`config.mk`:
```
export PLATFORM = sky130hd
export DESIGN_NAME = key_debounce_short_long_press_top
export DESIGN_NICKNAME = d
export VERILOG_FILES = /design/src/rtl/kdslp_pkg.sv /design/src/rtl/kdslp_in_stage.sv /design/src/rtl/kdslp_core.sv /design/src/rtl/kdslp_out_stage.sv /design/src/rtl/key_debounce_short_long_press_top.sv
export SDC_FILE = /design/constraint.sdc
export NUM_CORES = 1
export LEC_CHECK = 0
export BUFFER_PORTS_ARGS = -buffer_cell sky130_fd_sc_hd__buf_2
export CAP_MARGIN = 30
export CORE_UTILIZATION = 40
export CTS_BUF_LIST = sky130_fd_sc_hd__clkbuf_2
export CTS_CLUSTER_DIAMETER = 30
export DETAILED_ROUTE_END_ITERATION = 16
export PLACE_DENSITY = 0.65
export REMOVE_ABC_BUFFERS = 1
export SLEW_MARGIN = 20
export SYNTH_ARGS = -nofsm -noshare
export SYNTH_HDL_FRONTEND = slang
export SYNTH_SLANG_ARGS = --single-unit
```
`constraint.sdc`:
```
create_clock -name clock -period 3.46 [get_ports clock]
set_clock_uncertainty 0.1 [all_clocks]
set_input_delay 0.519 -clock clock [delete_from_list [all_inputs] [get_ports clock]]
set_output_delay 0.519 -clock clock [all_outputs]
set_load 0.05 [all_outputs]
```
`src/rtl/kdslp_pkg.sv`:
```
// ----------------------------------------------------------------------------
// kdslp_pkg
// shared types and constants for the two-key debouncer with short and long
// press detection
// ----------------------------------------------------------------------------
package kdslp_pkg;

   // function codes of an input word
   localparam logic FUNC_TICK = 1'b0;
   localparam logic FUNC_READ = 1'b1;

   // debounced key codes
   localparam logic [1:0] KEY_NONE = 2'd0;
   localparam logic [1:0] KEY_ONE  = 2'd1;
   localparam logic [1:0] KEY_TWO  = 2'd2;

   // event codes
   localparam logic [2:0] EV_NONE     = 3'd0;
   localparam logic [2:0] EV_K1_SHORT = 3'd1;
   localparam logic [2:0] EV_K1_LONG  = 3'd2;
   localparam logic [2:0] EV_K2_SHORT = 3'd3;
   localparam logic [2:0] EV_K2_LONG  = 3'd4;

   // configuration register indexes
   localparam int unsigned CSR_INDEX_W = 1;
   localparam int unsigned CSR_DATA_W  = 8;
   localparam logic [CSR_INDEX_W-1:0] CSR_DEBOUNCE_TICKS   = 1'd0;
   localparam logic [CSR_INDEX_W-1:0] CSR_LONG_PRESS_TICKS = 1'd1;

   // configuration reset values
   localparam logic [3:0] DEBOUNCE_TICKS_RESET   = 4'd3;
   localparam logic [7:0] LONG_PRESS_TICKS_RESET = 8'd100;

   // hold counter saturation value
   localparam logic [7:0] HOLD_TICKS_MAX = 8'hFF;

   typedef struct packed {
      logic func;
      logic key_one_down;
      logic key_two_down;
   } item_type;

   typedef struct packed {
      logic [2:0] event_code;
      logic [1:0] stable_key;
   } result_type;

   typedef struct packed {
      logic       write_enable;
      logic [CSR_INDEX_W-1:0] index;
      logic [CSR_DATA_W-1:0]  write_data;
   } csr_write_type;

endpackage

```
`src/rtl/kdslp_in_stage.sv`:
```
// ----------------------------------------------------------------------------
// kdslp_in_stage
// input register: holds one accepted word until the core takes it
// ----------------------------------------------------------------------------
module kdslp_in_stage (
   input  logic                clock,
   input  logic                reset,
   input  logic                req_valid,
   input  kdslp_pkg::item_type req_item,
   output logic                req_stall,
   input  logic                take,
   output logic                item_valid,
   output kdslp_pkg::item_type item
);

   logic                valid_ff;
   logic                valid_in;
   kdslp_pkg::item_type item_ff;
   logic                accept;

   // full and not draining this cycle
   assign req_stall = valid_ff && !take;
   assign accept    = req_valid && !req_stall;

   always_comb begin
      valid_in = valid_ff;
      if (accept) begin
         valid_in = 1'b1;
      end else if (take) begin
         valid_in = 1'b0;
      end
   end

   always_ff @(posedge clock) begin
      if (reset) begin
         valid_ff <= 1'b0;
      end else begin
         valid_ff <= valid_in;
      end
   end

   always_ff @(posedge clock) begin
      if (accept) begin
         item_ff <= req_item;
      end
   end

   assign item_valid = valid_ff;
   assign item       = item_ff;

endmodule

```
`src/rtl/kdslp_core.sv`:
```
// ----------------------------------------------------------------------------
// kdslp_core
// debounce, hold counting and event state; computes one result per word
// ----------------------------------------------------------------------------
module kdslp_core (
   input  logic                     clock,
   input  logic                     reset,
   input  kdslp_pkg::csr_write_type csr,
   input  logic                     advance,
   input  kdslp_pkg::item_type      item,
   output kdslp_pkg::result_type    result
);

   logic [3:0] debounce_ticks_ff;
   logic [7:0] long_press_ticks_ff;

   logic [3:0] disagree_ff;
   logic [3:0] disagree_in;
   logic [1:0] stable_ff;
   logic [1:0] stable_in;
   logic [1:0] previous_ff;
   logic [1:0] previous_in;
   logic [7:0] hold_ff;
   logic [7:0] hold_in;
   logic       long_seen_ff;
   logic       long_seen_in;
   logic [2:0] pending_ff;
   logic [2:0] pending_in;

   logic [1:0] sample;
   logic [3:0] disagree_inc;
   logic [7:0] hold_inc;

   // configuration registers
   always_ff @(posedge clock) begin
      if (reset) begin
         debounce_ticks_ff   <= kdslp_pkg::DEBOUNCE_TICKS_RESET;
         long_press_ticks_ff <= kdslp_pkg::LONG_PRESS_TICKS_RESET;
      end else if (csr.write_enable) begin
         case (csr.index)
            kdslp_pkg::CSR_DEBOUNCE_TICKS: begin
               debounce_ticks_ff <= csr.write_data[3:0];
            end
            kdslp_pkg::CSR_LONG_PRESS_TICKS: begin
               long_press_ticks_ff <= csr.write_data[7:0];
            end
            default: begin
            end
         endcase
      end
   end

   always_comb begin
      sample = kdslp_pkg::KEY_NONE;
      if (item.key_one_down) begin
         sample = kdslp_pkg::KEY_ONE;
      end else if (item.key_two_down) begin
         sample = kdslp_pkg::KEY_TWO;
      end
      disagree_inc = disagree_ff + 4'd1;
      hold_inc     = (hold_ff != kdslp_pkg::HOLD_TICKS_MAX) ? hold_ff + 8'd1 : hold_ff;

      disagree_in  = disagree_ff;
      stable_in    = stable_ff;
      previous_in  = previous_ff;
      hold_in      = hold_ff;
      long_seen_in = long_seen_ff;
      pending_in   = pending_ff;
      result.event_code = kdslp_pkg::EV_NONE;

      if (item.func == kdslp_pkg::FUNC_READ) begin
         result.event_code = pending_ff;
         pending_in        = kdslp_pkg::EV_NONE;
      end else begin
         // debounce
         if (sample == stable_ff) begin
            disagree_in = 4'd0;
         end else if (disagree_inc >= debounce_ticks_ff) begin
            disagree_in = 4'd0;
            stable_in   = sample;
         end else begin
            disagree_in = disagree_inc;
         end

         // press, hold and release
         if (stable_in != kdslp_pkg::KEY_NONE && previous_ff == kdslp_pkg::KEY_NONE) begin
            hold_in      = 8'd0;
            long_seen_in = 1'b0;
         end else if (stable_in != kdslp_pkg::KEY_NONE) begin
            hold_in = hold_inc;
            if (hold_inc >= long_press_ticks_ff && !long_seen_ff) begin
               long_seen_in = 1'b1;
               pending_in   = (stable_in == kdslp_pkg::KEY_ONE) ?
                              kdslp_pkg::EV_K1_LONG : kdslp_pkg::EV_K2_LONG;
            end
         end else if (previous_ff != kdslp_pkg::KEY_NONE) begin
            if (!long_seen_ff) begin
               pending_in = (previous_ff == kdslp_pkg::KEY_ONE) ?
                            kdslp_pkg::EV_K1_SHORT : kdslp_pkg::EV_K2_SHORT;
            end
            hold_in      = 8'd0;
            long_seen_in = 1'b0;
         end
         previous_in = stable_in;
      end

      result.stable_key = stable_in;
   end

   always_ff @(posedge clock) begin
      if (reset) begin
         disagree_ff  <= 4'd0;
         stable_ff    <= kdslp_pkg::KEY_NONE;
         previous_ff  <= kdslp_pkg::KEY_NONE;
         hold_ff      <= 8'd0;
         long_seen_ff <= 1'b0;
         pending_ff   <= kdslp_pkg::EV_NONE;
      end else if (advance) begin
         disagree_ff  <= disagree_in;
         stable_ff    <= stable_in;
         previous_ff  <= previous_in;
         hold_ff      <= hold_in;
         long_seen_ff <= long_seen_in;
         pending_ff   <= pending_in;
      end
   end

endmodule

```
`src/rtl/kdslp_out_stage.sv`:
```
// ----------------------------------------------------------------------------
// kdslp_out_stage
// result register: holds a finished word until the consumer takes it
// ----------------------------------------------------------------------------
module kdslp_out_stage (
   input  logic                  clock,
   input  logic                  reset,
   input  logic                  load,
   input  kdslp_pkg::result_type result,
   output logic                  ready,
   output logic                  rsp_valid,
   input  logic                  rsp_stall,
   output kdslp_pkg::result_type rsp_result
);

   logic                  valid_ff;
   logic                  valid_in;
   kdslp_pkg::result_type result_ff;

   // free, or emptying this cycle
   assign ready = !valid_ff || !rsp_stall;

   always_comb begin
      valid_in = valid_ff;
      if (load) begin
         valid_in = 1'b1;
      end else if (!rsp_stall) begin
         valid_in = 1'b0;
      end
   end

   always_ff @(posedge clock) begin
      if (reset) begin
         valid_ff <= 1'b0;
      end else begin
         valid_ff <= valid_in;
      end
   end

   always_ff @(posedge clock) begin
      if (load) begin
         result_ff <= result;
      end
   end

   assign rsp_valid  = valid_ff;
   assign rsp_result = result_ff;

endmodule

```
`src/rtl/key_debounce_short_long_press_top.sv`:
```
// ----------------------------------------------------------------------------
// key_debounce_short_long_press_top
// two-key debouncer with short and long press events
// ----------------------------------------------------------------------------
// Each input word is either a tick carrying one sample of two keys (key 1
// wins when both are down) or a read that returns and clears the sticky
// event. One result word comes back per input word: the event code (nonzero
// only on a read) and the debounced key after that word. A word is taken
// into an input register, run through the combinational debounce and hold
// logic, and lands in a result register; one word is accepted every cycle,
// and rsp_valid rises once the word has moved from the input register to
// the result register. The only limit on rate is the consumer: while the
// result register is stalled the input register fills and then req_stall
// rises. Configuration writes (debounce_ticks at index 0,
// long_press_ticks at index 1) take effect at the next clock edge and
// belong in idle periods.
// ----------------------------------------------------------------------------
module key_debounce_short_long_press_top (
   input  logic                             clock,
   input  logic                             reset,
   // configuration port
   input  logic                             csr_write_enable,
   input  logic [kdslp_pkg::CSR_INDEX_W-1:0] csr_index,
   input  logic [kdslp_pkg::CSR_DATA_W-1:0]  csr_write_data,
   // input channel
   input  logic                             req_valid,
   output logic                             req_stall,
   input  logic                             req_func,
   input  logic                             req_key_one_down,
   input  logic                             req_key_two_down,
   // result channel
   output logic                             rsp_valid,
   input  logic                             rsp_stall,
   output logic [2:0]                       rsp_event_code,
   output logic [1:0]                       rsp_stable_key
);

   kdslp_pkg::item_type      req_item;
   kdslp_pkg::item_type      item;
   logic                     item_valid;
   kdslp_pkg::result_type    result;
   kdslp_pkg::result_type    rsp_result;
   kdslp_pkg::csr_write_type csr;
   logic                     out_ready;
   logic                     advance;

   assign req_item.func         = req_func;
   assign req_item.key_one_down = req_key_one_down;
   assign req_item.key_two_down = req_key_two_down;

   assign csr.write_enable = csr_write_enable;
   assign csr.index        = csr_index;
   assign csr.write_data   = csr_write_data;

   // a word moves from the input register to the result register, and
   // updates the key state, when both sides allow it
   assign advance = item_valid && out_ready;

   kdslp_in_stage u_in_stage (
      .clock      (clock),
      .reset      (reset),
      .req_valid  (req_valid),
      .req_item   (req_item),
      .req_stall  (req_stall),
      .take       (advance),
      .item_valid (item_valid),
      .item       (item)
   );

   kdslp_core u_core (
      .clock   (clock),
      .reset   (reset),
      .csr     (csr),
      .advance (advance),
      .item    (item),
      .result  (result)
   );

   kdslp_out_stage u_out_stage (
      .clock      (clock),
      .reset      (reset),
      .load       (advance),
      .result     (result),
      .ready      (out_ready),
      .rsp_valid  (rsp_valid),
      .rsp_stall  (rsp_stall),
      .rsp_result (rsp_result)
   );

   assign rsp_event_code = rsp_result.event_code;
   assign rsp_stable_key = rsp_result.stable_key;

endmodule

```
# --- Word level (Yosys, flattened, before mapping) ---
# Cells that the tools add are included.
op_classes:
  n_eq_ne: 9
  bitwise_logic: 2
  n_addsub: 2
  order_cmp: 2
  mux: 28
  reduce_logical: 23
op_table:
  columns: ["operator", "n"]
  rows:
  - ["2-to-1 mux 8 bit", 4]
  - ["2-to-1 mux 3 bit", 7]
  - ["2-to-1 mux 2 bit", 7]
  - ["!= test 3 bit (second input constant)", 3]
  - ["adder 8 x 1 -> 8 bit (second input constant)", 1]
  - [">= comparator 8 bit", 1]
  - ["2-to-1 mux 1 bit", 8]
  - ["2-to-1 mux 4 bit", 2]
  - ["!= test 8 bit (second input constant)", 1]
  - ["AND reduction 2 bit", 3]
  - ["nonzero test 2 bit", 3]
  - ["nonzero test 3 bit", 2]
  - ["logical AND 1 bit", 5]
  - ["zero test 1 bit", 5]
  - ["AND reduction 5 bit", 1]
  - ["adder 4 x 1 -> 4 bit (second input constant)", 1]
  - ["equality test 2 x 1 -> 1 bit (second input constant)", 2]
  - [">= comparator 4 bit", 1]
  - ["AND reduction 4 bit", 1]
  - ["AND reduction 3 bit", 1]
  - ["equality test 2 bit", 1]
  - ["zero test 2 bit", 1]
  - ["!= test 2 x 1 -> 1 bit (second input constant)", 1]
  - ["!= test 2 bit (second input constant)", 1]
  - ["2 further kinds", 3]
totals:
  inputBits: 17
  word_cells: 81
  ff_bits: 42

# --- Logic depth before layout (Yosys ltp) ---
# Gate-level depths: netlist of run 1.
depth:
  ltp_word: 11
  depth_mapped: 13
  mapped_depth_nobuf: 12

# --- Hierarchy ---
# From an unflattened synthesis of run 1, not the netlist that was laid out.
hier_totals:
  cells_unflattened: 253
  hier_area_um2: 2264.7
by_module_without_submodules:
  columns: ["module", "instances", "cells_per_inst", "area_each_um2"]
  rows:
  - ["kdslp_core", 1, 236, 1935.6]
  - ["kdslp_out_stage", 1, 9, 182.7]
  - ["kdslp_in_stage", 1, 7, 140.1]
  - ["key_debounce_short_long_press_top", 1, 1, 6.3]

# --- Least setup slack after synthesis of run 1 ---
# Ideal clock, no wire load.
synth_timing:
  path_type: "register to register"
  from: "register u_core.hold_ff[3]"
  to: "register u_core.pending_ff[2]"
  path_buffers: 0
  path_stages_with_launch: 12
  required_ns: 3.239
  setup_ns: 0.121
  slack_ns: 0.787
  period_less_slack_ns: 2.673
  t_arrival_ns: 2.452
  path_cell_list: "dfxtp_1 > and3_1 > and3_1 > nand3_1 > xnor2_1 > ha_1 > nand2b_1 > a2111oi_0 > o31ai_1 > nor2_1 > a21oi_2 > mux2_2"
synth_via:
  elab_chain_len: 6
  word_cells_on_any_way: 7
  classes_between: "1 x add/sub; 1 x order compare; 2 x eq/ne; 1 x mux; 2 x reduce/logical"
synth_lines:
  columns: ["element", "line", "rtl"]
  rows:
  - ["start: declaration", "kdslp_core.sv:23", "logic [7:0] hold_ff;"]
  - ["start signal: assignment", "kdslp_core.sv:122", "hold_ff <= hold_in;"]
  - ["adder 8 x 1 -> 8 bit / != test 8 bit (equally long branches)", "kdslp_core.sv:61", "hold_inc = (hold_ff != kdslp_pkg::HOLD_TICKS_MAX) ? hold_ff + 8'd1 : hold_ff;"]
  - ["2-to-1 mux 8 bit (*)", "kdslp_core.sv:61", null]
  - [">= comparator 8 bit (*)", "kdslp_core.sv:91", "if (hold_inc >= long_press_ticks_ff && !long_seen_ff) begin"]
  - ["logical AND 1 bit (*)", "kdslp_core.sv:91", null]
  - ["!= test 3 bit (no line) (*)", null, null]
  - ["AND reduction 5 bit (no line) (*)", null, null]
  - ["end signal: assignment", "kdslp_core.sv:117", "pending_ff <= kdslp_pkg::EV_NONE;"]
  - ["end signal: assignment", "kdslp_core.sv:124", "pending_ff <= pending_in;"]
  - ["end: declaration", "kdslp_core.sv:27", "logic [2:0] pending_ff;"]
# Every way passes the cells marked *; elsewhere a longest branch is shown, timed or not.
# A chain may end at the register's enable or synchronous reset.

# --- Worst setup path after layout of run 1 ---
layout_timing:
  from: "register u_core.hold_ff[0]"
  to: "register u_core.pending_ff[2]"
# The elaborated chain is that of the path after synthesis.

==> flow_summary.toml, run 1 <==
[run_status]
outcome = "completed"

[setup_path]
cp_slowest_stage_delay_ps = 470
end_kind = "flip-flop"
crit_path_top_delay_cell = "dfxtp_1"
r2r-start = "u_core.hold_ff[0]"
startpoint_type = "flip-flop"
ff2ff_path_depth = 11
crit_chain = "ha_1 -> nand2_1 -> nor2_1 -> nand2_1 -> xnor2_1 -> ha_1 -> nand4_1 -> o31ai_1 -> nor2_1 -> a21oi_2 -> mux2_2"
crit_required_ps = 3670
worstSetupPathType = "reg -> reg"
rrSetupSlack_ps = 480
arrival_ps = 3190
r2r-end = "u_core.pending_ff[2]"
path_max_fanout = 8

[sta]
final_max_slew_viol_count = 0
fmax_mhz = 335
setup_viol = 0
rsz0062_at_grt = "no"
tightest_slew_ps = 726
min_period_ps = 2980
tns_ps = 0
slew-limit-headroom_pct = 51.6
fin_crit_sh_pct = 86.2
hold_viol = 0

[clock_tree]
cts_tree = "yes"
clock_path_buffers = 2
worst_skew_pair.late_latency_ps = 400
cts.clk_slew.worst_paths_ps = 220
cts_root_buf = "clkbuf_2"
htreeDepth = 2
cts_buffers = 5
postCtsSetupRepairBufs = 0
post_cts_resize_count = 0
ctsHoldBuffers = 0
cts_sinks = 42

[min_path]
worstHoldEndpoint = "u_in_stage.item[2]"
hold_path_class = "in -> reg"
min-delay-start = "req_func"
hold_depth = 1

[pwr]
leakagePower_uw = 0.00104
irDropWorstVdd_uv = 230
total_power_uw = 934
power_density_mw_per_mm2 = 374

[floorplan]
pin_count = 24
num_rows = 27
fp.coreArea_mm2 = 0.00551
die_y_um = 77.5
fp.dieArea_mm2 = 0.00601
die_w_um = 77.5
start_util_pct = 41.4

[logic_synthesis]
yosys-mux-area-fraction_pct = 4.67
synth_cell_type_count = 42
yosysWarnings = 0
yosysSeqAreaShare_pct = 40.4
synth-compound-area-share_pct = 15.5
synthXorXnorAreaFrac_pct = 2.31
synth-async-reset-ratio_pct = 0
synth_area_per_cell_um2 = 8.57
synth_top_family_by_area = "simple AND/OR/NAND/NOR gates"
yosys_register_bits = 42
synthSimpleGateAreaFrac_pct = 24.5
ys.flop_type = "dfxtp_1"
syn-cell-area_mm2 = 0.00228
synthCells = 266
synth_adder_area_share_pct = 7.68
synth-edff-count = 8

[detailed_routing]
drc = 0
antenna_left = 0
wl_um = 4330
routedWlPerCell_um = 12.1
dr_total_vias = 1836
dr.pass1.iters = 4
drt-initial-drc-count = 73
drt-vias-per-instance = 5.13

[cells_and_area]
multi_input_area_mm2 = 0.00125
fill_cells = 556
fin_util_pct = 45.4
area_delta_synth_final_pct = 9.55
layout-drive-gt1-share_pct = 15.4
diodes = 0
final_cell_mix = "dfxtp_1 (34), nand2_1 (29), nor2_1 (27), a21oi_1 (26), buf_2 (23)"
final_common_cell = "dfxtp_1"
seq_area_um2 = 921
fin_nets = 316

[grt]
grt_pass1_vias = 1813
track_usage_pct = 15.7
antenna_found_initial = 0
grt_overflow = 0
grt_max_degree = 37
grt_pass1_wl_um = 7650

[run]
cap_violations = 0

[place]
dpl.hpwl_um = 3140
gp_congestion = 0.831
portBuffers = 23
## per-layer routing
layer	vias up	track usage [%]	wire length [um]
li1	959	-	-
met1	848	18.9	2090
met2	21	26.9	2060
met3	8	3.53	93
met4	0	6.42	83
met5	-	0	0
## through the flow
step | hold WS [ps] | area (um^2) | setup WS, ps | std cells
5_1_grt | 119 | 2500 | 229 | 358
3_5_place_dp | 351 | 2430 | 538 | 350
3_3_place_gp | 347 | 2430 | 644 | 350
6_report | 174 | 2500 | 478 | 358
2_1_floorplan | 330 | 2220 | 788 | 254
4_1_cts | 149 | 2500 | 513 | 358
## worst max-delay path by stage
stage,end,depth (start not counted),from
after floorplan,u_core.pending_ff[2],11,u_core.hold_ff[3]
after global placement,u_core.pending_ff[2],11,u_core.hold_ff[3]
after detailed placement,u_core.pending_ff[2],11,u_core.hold_ff[0]
after CTS,u_core.pending_ff[2],11,u_core.hold_ff[0]
after global routing,u_core.pending_ff[2],11,u_core.hold_ff[3]
final,u_core.pending_ff[2],11,u_core.hold_ff[0]
## synth_stat cells, drive strengths merged (4+ instances only)
cell type | count | area [um^2]
and2 | 7 | 46.3
nor2b | 8 | 50.1
mux2 | 5 | 56.3
nand3 | 13 | 65.1
nor2 | 27 | 101
nand2b | 5 | 38.8
edfxtp | 8 | 240
clkbuf | 9 | 33.8
inv | 14 | 52.6
nand3b | 4 | 30.0
nand2 | 29 | 109
and3 | 5 | 31.3
dfxtp | 34 | 681
a21oi | 28 | 148
ha | 14 | 175
o21ai | 12 | 60.1
mux2i | 5 | 50.1
## registers in the layout, summed over array words and instances, names as in the netlist
name,flops
u_core.hold_ff,8
u_core.long_press_ticks_ff,8
u_out_stage.rsp_result,5
u_core.debounce_ticks_ff,4
u_core.disagree_ff,4
u_core.pending_ff,3
u_in_stage.item,3
u_core.previous_ff,2
u_core.stable_ff,2
u_core.long_seen_ff,1
u_in_stage.item_valid,1
u_out_stage.rsp_valid,1
## area by class of cell
| cell class | count | share of cell area (%) |
|---|---|---|
| Sequential cell | 42 | 36.9 |
| Clock inverter | 3 | 1.60 |
| Tap cell | 72 | 3.61 |
| Multi-Input combinational cell | 198 | 49.9 |
| Clock buffer | 5 | 1.00 |
| Inverter | 14 | 2.10 |
| Timing Repair Buffer | 24 | 4.91 |
## critical path, delay by kind of cell, from the launching register on
family	cells	cell delay, ps
DFF	1	470
adders and majority gates	2	610
and+or+nand+nor	5	680
xor gates and xnor gates	1	140
muxes	1	340
AOI/OAI and AO/OA	2	540
## cell families (layout without fill, tap and decap cells)
family,Yosys count,after routing
xor gates and xnor gates,6,6
and+or+nand+nor,110,110
DFF,42,42
adders and majority gates,14,14
buffers and inverters,26,46
muxes,10,10
AOI/OAI and AO/OA,58,58
## power breakdown
part	total (uW)	internal [uW]	switching, uW
combinational	125	45.9	78.9
clock	280	120	160
sequential	529	517	11.9
total	934	683	251
Note: power is estimated with default switching activity, not from simulation.
==> run 2: changes to the inputs <==
CELL_PAD_IN_SITES_DETAIL_PLACEMENT = 1   (was default)
CELL_PAD_IN_SITES_GLOBAL_PLACEMENT = 1   (was default)
CORE_ASPECT_RATIO = 0.75   (was default)
PLACE_DENSITY = default   (was 0.65)
PLACE_DENSITY_LB_ADDON = 0.1   (was default)
==> flow_summary.toml, run 2 (synthesis gave the netlist of run 1 again) <==
[min_path]
hold_path_class = "in -> reg"

[clock_tree]
cts.clk_slew.worst_paths_ps = 220
cts_buffers = 5
cts_sinks = 42
postCtsSetupRepairBufs = 0
htreeDepth = 2
clock_path_buffers = 2
cts_root_buf = "clkbuf_2"
ctsHoldBuffers = 0
cts_tree = "yes"
post_cts_resize_count = 0
worst_skew_pair.late_latency_ps = 410

[place]
dp_cells = 353
dpl.hpwl_um = 3860
portBuffers = 23
dp_slack_ps = 389
gp_congestion = 0.771

[floorplan]
pin_count = 24
die_y_um = 67.4
die_w_um = 89.2
num_rows = 23
fp.dieArea_mm2 = 0.00601
start_util_pct = 42.1
fp.coreArea_mm2 = 0.00541

[sta]
fmax_mhz = 325
tightest_slew_ps = 673
setup_viol = 0
hold_ws_ps = 163
tns_ps = 0
hold_viol = 0
fin_crit_sh_pct = 88.9
fin_ws_ps = 383
min_period_ps = 3080
rsz0062_at_grt = "no"
final_max_slew_viol_count = 0
slew-limit-headroom_pct = 55.1

[grt]
grt_overflow = 0
grt_pass1_wl_um = 8510
antenna_found_initial = 0
grt_pass1_vias = 1765
track_usage_pct = 19.1
grt_max_degree = 37

[setup_path]
crit_path_top_delay_cell = "dfxtp_1"
crit_chain = "ha_1 -> nand2_1 -> nor2_1 -> nand2_1 -> xnor2_1 -> ha_1 -> nand4_1 -> o31ai_1 -> nor2_1 -> a21oi_2 -> mux2_2"
worstSetupPathType = "reg -> reg"
end_kind = "flip-flop"
crit_required_ps = 3690
path_max_fanout = 8
arrival_ps = 3310
startpoint_type = "flip-flop"
path_buf_inv = 0
cp_slowest_stage_delay_ps = 470
critPathTopFamily = "compound AO/OA/AOI/OAI gates"

[pwr]
switching_share_pct = 30.1
p_seq_share_pct = 60.8
switchingPower_uw = 263
power_density_mw_per_mm2 = 352
power_frac_clock_pct = 24.8
total_power_uw = 872
leakagePower_uw = 0.00103
irDropWorstVdd_uv = 161
power.internal_uw = 610
combPwrFrac_pct = 14.5

[detailed_routing]
dr.pass1.iters = 4
drc = 0
wl_um = 5150
drt-initial-drc-count = 45
antenna_left = 0
routedWlPerCell_um = 14.3
dr_total_vias = 1852
drt-vias-per-instance = 5.13

[run_status]
outcome = "completed"

[run]
cap_violations = 0

[cells_and_area]
final_common_cell = "dfxtp_1"
multi_input_area_mm2 = 0.00125
layout-drive-gt1-share_pct = 15.0
fill_cells = 685
diodes = 0
layoutNonFillerInstCount = 361
area_delta_synth_final_pct = 8.67
final_cell_mix = "dfxtp_1 (34), nand2_1 (29), nor2_1 (27), a21oi_1 (26), buf_2 (23)"
fin_nets = 316
seq_area_um2 = 921
==> run 2: layer usage <==
| layer | vias to the layer above | share of wire [%] | global-route usage (%) |
|---|---|---|---|
| li1 | 957 | - | - |
| met1 | 871 | 55 | 27.0 |
| met2 | 17 | 41 | 28.2 |
| met3 | 7 | 3.1 | 4.40 |
| met4 | 0 | 1.4 | 7.14 |
| met5 | - | 0 | 0 |
==> run 2: metrics by stage <==
step / instance area, um^2 / util (%)
after global routing: 2480 / 45.8
after CTS: 2480 / 45.8
after global placement: 2440 / 45.0
final: 2480 / 45.8
after detailed placement: 2440 / 45.0
after floorplan: 2220 / -
==> run 2: path summary, 6_finish.rpt <==
check             slack, ps  cells after the start                       endpoint                          start
setup / recovery        380                     11           u_core.pending_ff[2]              u_core.hold_ff[0]
hold / removal          160                      1             u_in_stage.item[0]               req_key_two_down
setup reg to reg        380                     11           u_core.pending_ff[2]              u_core.hold_ff[0]
hold reg to reg         380                      2  u_core.long_press_ticks_ff[1]  u_core.long_press_ticks_ff[1]
==> run 2: cell type report <==
class | count | area share, %
multi-input combinational | 198 | 50.3
sequential | 42 | 37.2
timing repair buffer | 24 | 4.95
tap | 75 | 3.79
inverter | 14 | 2.12
clock buffer | 5 | 1.01
clock inverter | 3 | 0.657
==> run 2: power by group through the flow <==
stage,Clock (uW),Combinational [uW],Sequential [uW]
after detailed placement,0,128,540
after floorplan,0,73.9,548
after global routing,244,142,533
final,216,126,530
after CTS,229,128,530
after global placement,0,126,540
==> run 3: changes to the inputs <==
ABC_AREA = 1   (was default)
==> flow_summary.toml, run 3 <==
[detailed_routing]
drc = 0
wl_met1_um = 2660
wl_met2_um = 1980
wl_um = 4800
drt-vias-per-instance = 4.73
drt-initial-drc-count = 67
dr_wl_met3_um = 109
highest_layer = "met4"
dr_total_vias = 1855
dr.pass1.iters = 4
antenna_left = 0
routedWlPerCell_um = 12.2

[logic_synthesis]
yosysMostFrequentCell = "nand2_1"
yosysTopAreaCellShare_pct = 30.3
yosysSeqAreaShare_pct = 41.0
synth-edff-count = 8
syn-cell-area_mm2 = 0.00224
synthCells = 289
synth_area_per_cell_um2 = 7.77
ys.flop_type = "dfxtp_1"
yosysWarnings = 0
synth_cell_type_count = 34
yosys_register_bits = 42
netlist_top_cells_count = "nand2_1 (67), inv_1 (47), dfxtp_1 (34)"
synth_top_cell_by_area = "dfxtp_1"
synth-async-reset-ratio_pct = 0
synthTopCellsByArea = "dfxtp_1 (30%), nand2_1 (11%), edfxtp_1 (11%), inv_1 (7.9%), ha_1 (7.8%)"

[sta]
slew-limit-headroom_pct = 65.1
tightest_slew_ps = 523
fin_ws_ps = 517
rsz0062_at_grt = "no"
final_max_slew_viol_count = 0
min_period_ps = 2940
fin_crit_sh_pct = 85.1
tns_ps = 0
setup_viol = 0
hold_viol = 0
fmax_mhz = 340

[cells_and_area]
multi_input_area_mm2 = 0.00112
fin_nets = 347
seq_area_um2 = 921
fill_cells = 701
diodes = 0
final_common_cell = "nand2_1"
layout-drive-gt1-share_pct = 15.8
area_delta_synth_final_pct = 10.1
final_cell_mix = "nand2_1 (67), inv_1 (47), dfxtp_1 (34), nor2_1 (29), buf_2 (23)"

[clock_tree]
cts_buffers = 5
worst_skew_pair.late_latency_ps = 410
cts.clk_slew.worst_paths_ps = 230
cts_tree = "yes"
ctsHoldBuffers = 0
clock_path_buffers = 2
cts_sinks = 42
postCtsSetupRepairBufs = 0
htreeDepth = 2
post_cts_resize_count = 0
cts_root_buf = "clkbuf_2"

[setup_path]
startpoint_type = "flip-flop"
rrSetupSlack_ps = 520
crit_required_ps = 3700
path_buf_inv = 0
cp.depth = 20
crit_start = "u_core.hold_ff[0]"
end_kind = "flip-flop"
worstSetupPathType = "reg -> reg"
cp-endpoint = "u_core.pending_ff[1]"
arrival_ps = 3190
r2r-start = "u_core.hold_ff[0]"
crit_path_top_delay_cell = "dfxtp_1"
cp_slowest_stage_delay_ps = 440
ff2ff_path_depth = 20
crit_top_cell = "nand2_1"
critPathTopFamily = "simple AND/OR/NAND/NOR gates"
r2r-end = "u_core.pending_ff[1]"
path_max_fanout = 9
crit_chain = "ha_1 -> nand2_1 -> nor3_2 -> nand3_2 -> o21ai_0 -> ha_1 -> nand2_1 -> nand3b_1 -> nand2_1 -> nand2_1 -> nand2_1 -> nand2_1 -> nand2_1 -> nand2_1 -> nand2_1 -> nand2_1 -> nand2_1 -> nand2_1 -> nand2_1 -> nor2_1"

[pwr]
leakagePower_uw = 0.00120
power.internal_uw = 621
p_seq_share_pct = 58.7
switching_share_pct = 31.7
switchingPower_uw = 289
combPwrFrac_pct = 17.2
irDropWorstVdd_uv = 179
power_frac_clock_pct = 24.1
power_density_mw_per_mm2 = 368

[floorplan]
num_rows = 23
fp.coreArea_mm2 = 0.00538
fp.dieArea_mm2 = 0.00592
start_util_pct = 41.7
pin_count = 24
die_w_um = 88.5
die_y_um = 66.9

[grt]
track_usage_pct = 18.1
antenna_found_initial = 0
grt_overflow = 0
grt_pass1_wl_um = 8090
grt_max_degree = 17
grt_pass1_vias = 1722

[place]
gp_congestion = 0.760
dpl.hpwl_um = 3710
portBuffers = 23
dp_slack_ps = 499

[run]
cap_violations = 0

[min_path]
hold_path_class = "in -> reg"

[run_status]
outcome = "completed"
## run 3: logic make-up (layout without fill, tap and decap cells)
| kind of cell | count (synthesis) | after routing | share of synthesized area [%] |
|---|---|---|---|
| and+or+nand+nor | 125 | 125 | 26.4 |
| buffers and inverters | 51 | 79 | 9.03 |
| AOI/OAI and AO/OA | 49 | 49 | 12.7 |
| DFF | 42 | 42 | 41.0 |
| adders and majority gates | 14 | 14 | 7.80 |
| xor gates and xnor gates | 8 | 8 | 3.12 |
## run 3: power by group through the flow
stage	Combinational [uW]	Clock, uW	Sequential, uW
finish	157	219	534
detailed placement	158	0	544
global placement	154	0	544
floorplan	104	0	554
CTS	159	229	535
global route	180	248	538
## run 3: how the worst min path moves through the flow
stage / from / end / slack [ps] / cells after the start
floorplan: u_core.debounce_ticks_ff[0] / u_core.debounce_ticks_ff[0] / 330 / 2
global placement: u_core.debounce_ticks_ff[0] / u_core.debounce_ticks_ff[0] / 350 / 2
detailed placement: u_core.debounce_ticks_ff[0] / u_core.debounce_ticks_ff[0] / 350 / 2
CTS: req_func / u_in_stage.item[2] / 150 / 1
global route: req_key_one_down / u_in_stage.item[1] / 130 / 1
finish: req_func / u_in_stage.item[2] / 170 / 1
## run 3: per-layer routing
layer,vias up,GRT usage [%]
met2,19,24.8
met5,-,0
met3,5,4.09
met4,0,5.44
met1,849,27.6
li1,982,-
## run 3: cell type report
cell class                      count  area share, %
Multi-Input combinational cell    196           45.3
Tap cell                           75           3.80
Timing Repair Buffer               23           4.66
Clock buffer                        5           1.01
Sequential cell                    42           37.2
Clock inverter                      3          0.658
Inverter                           48           7.29
## run 3: stage by stage
step	hold WS (ps)	total power, uW	cell area [um^2]	instances	util, %
floorplan	333	658	2220	286	-
global placement	350	698	2430	384	45.2
detailed placement	352	703	2430	384	45.2
CTS	146	923	2470	392	45.9
global route	133	966	2470	392	45.9
finish	165	910	2470	392	45.9
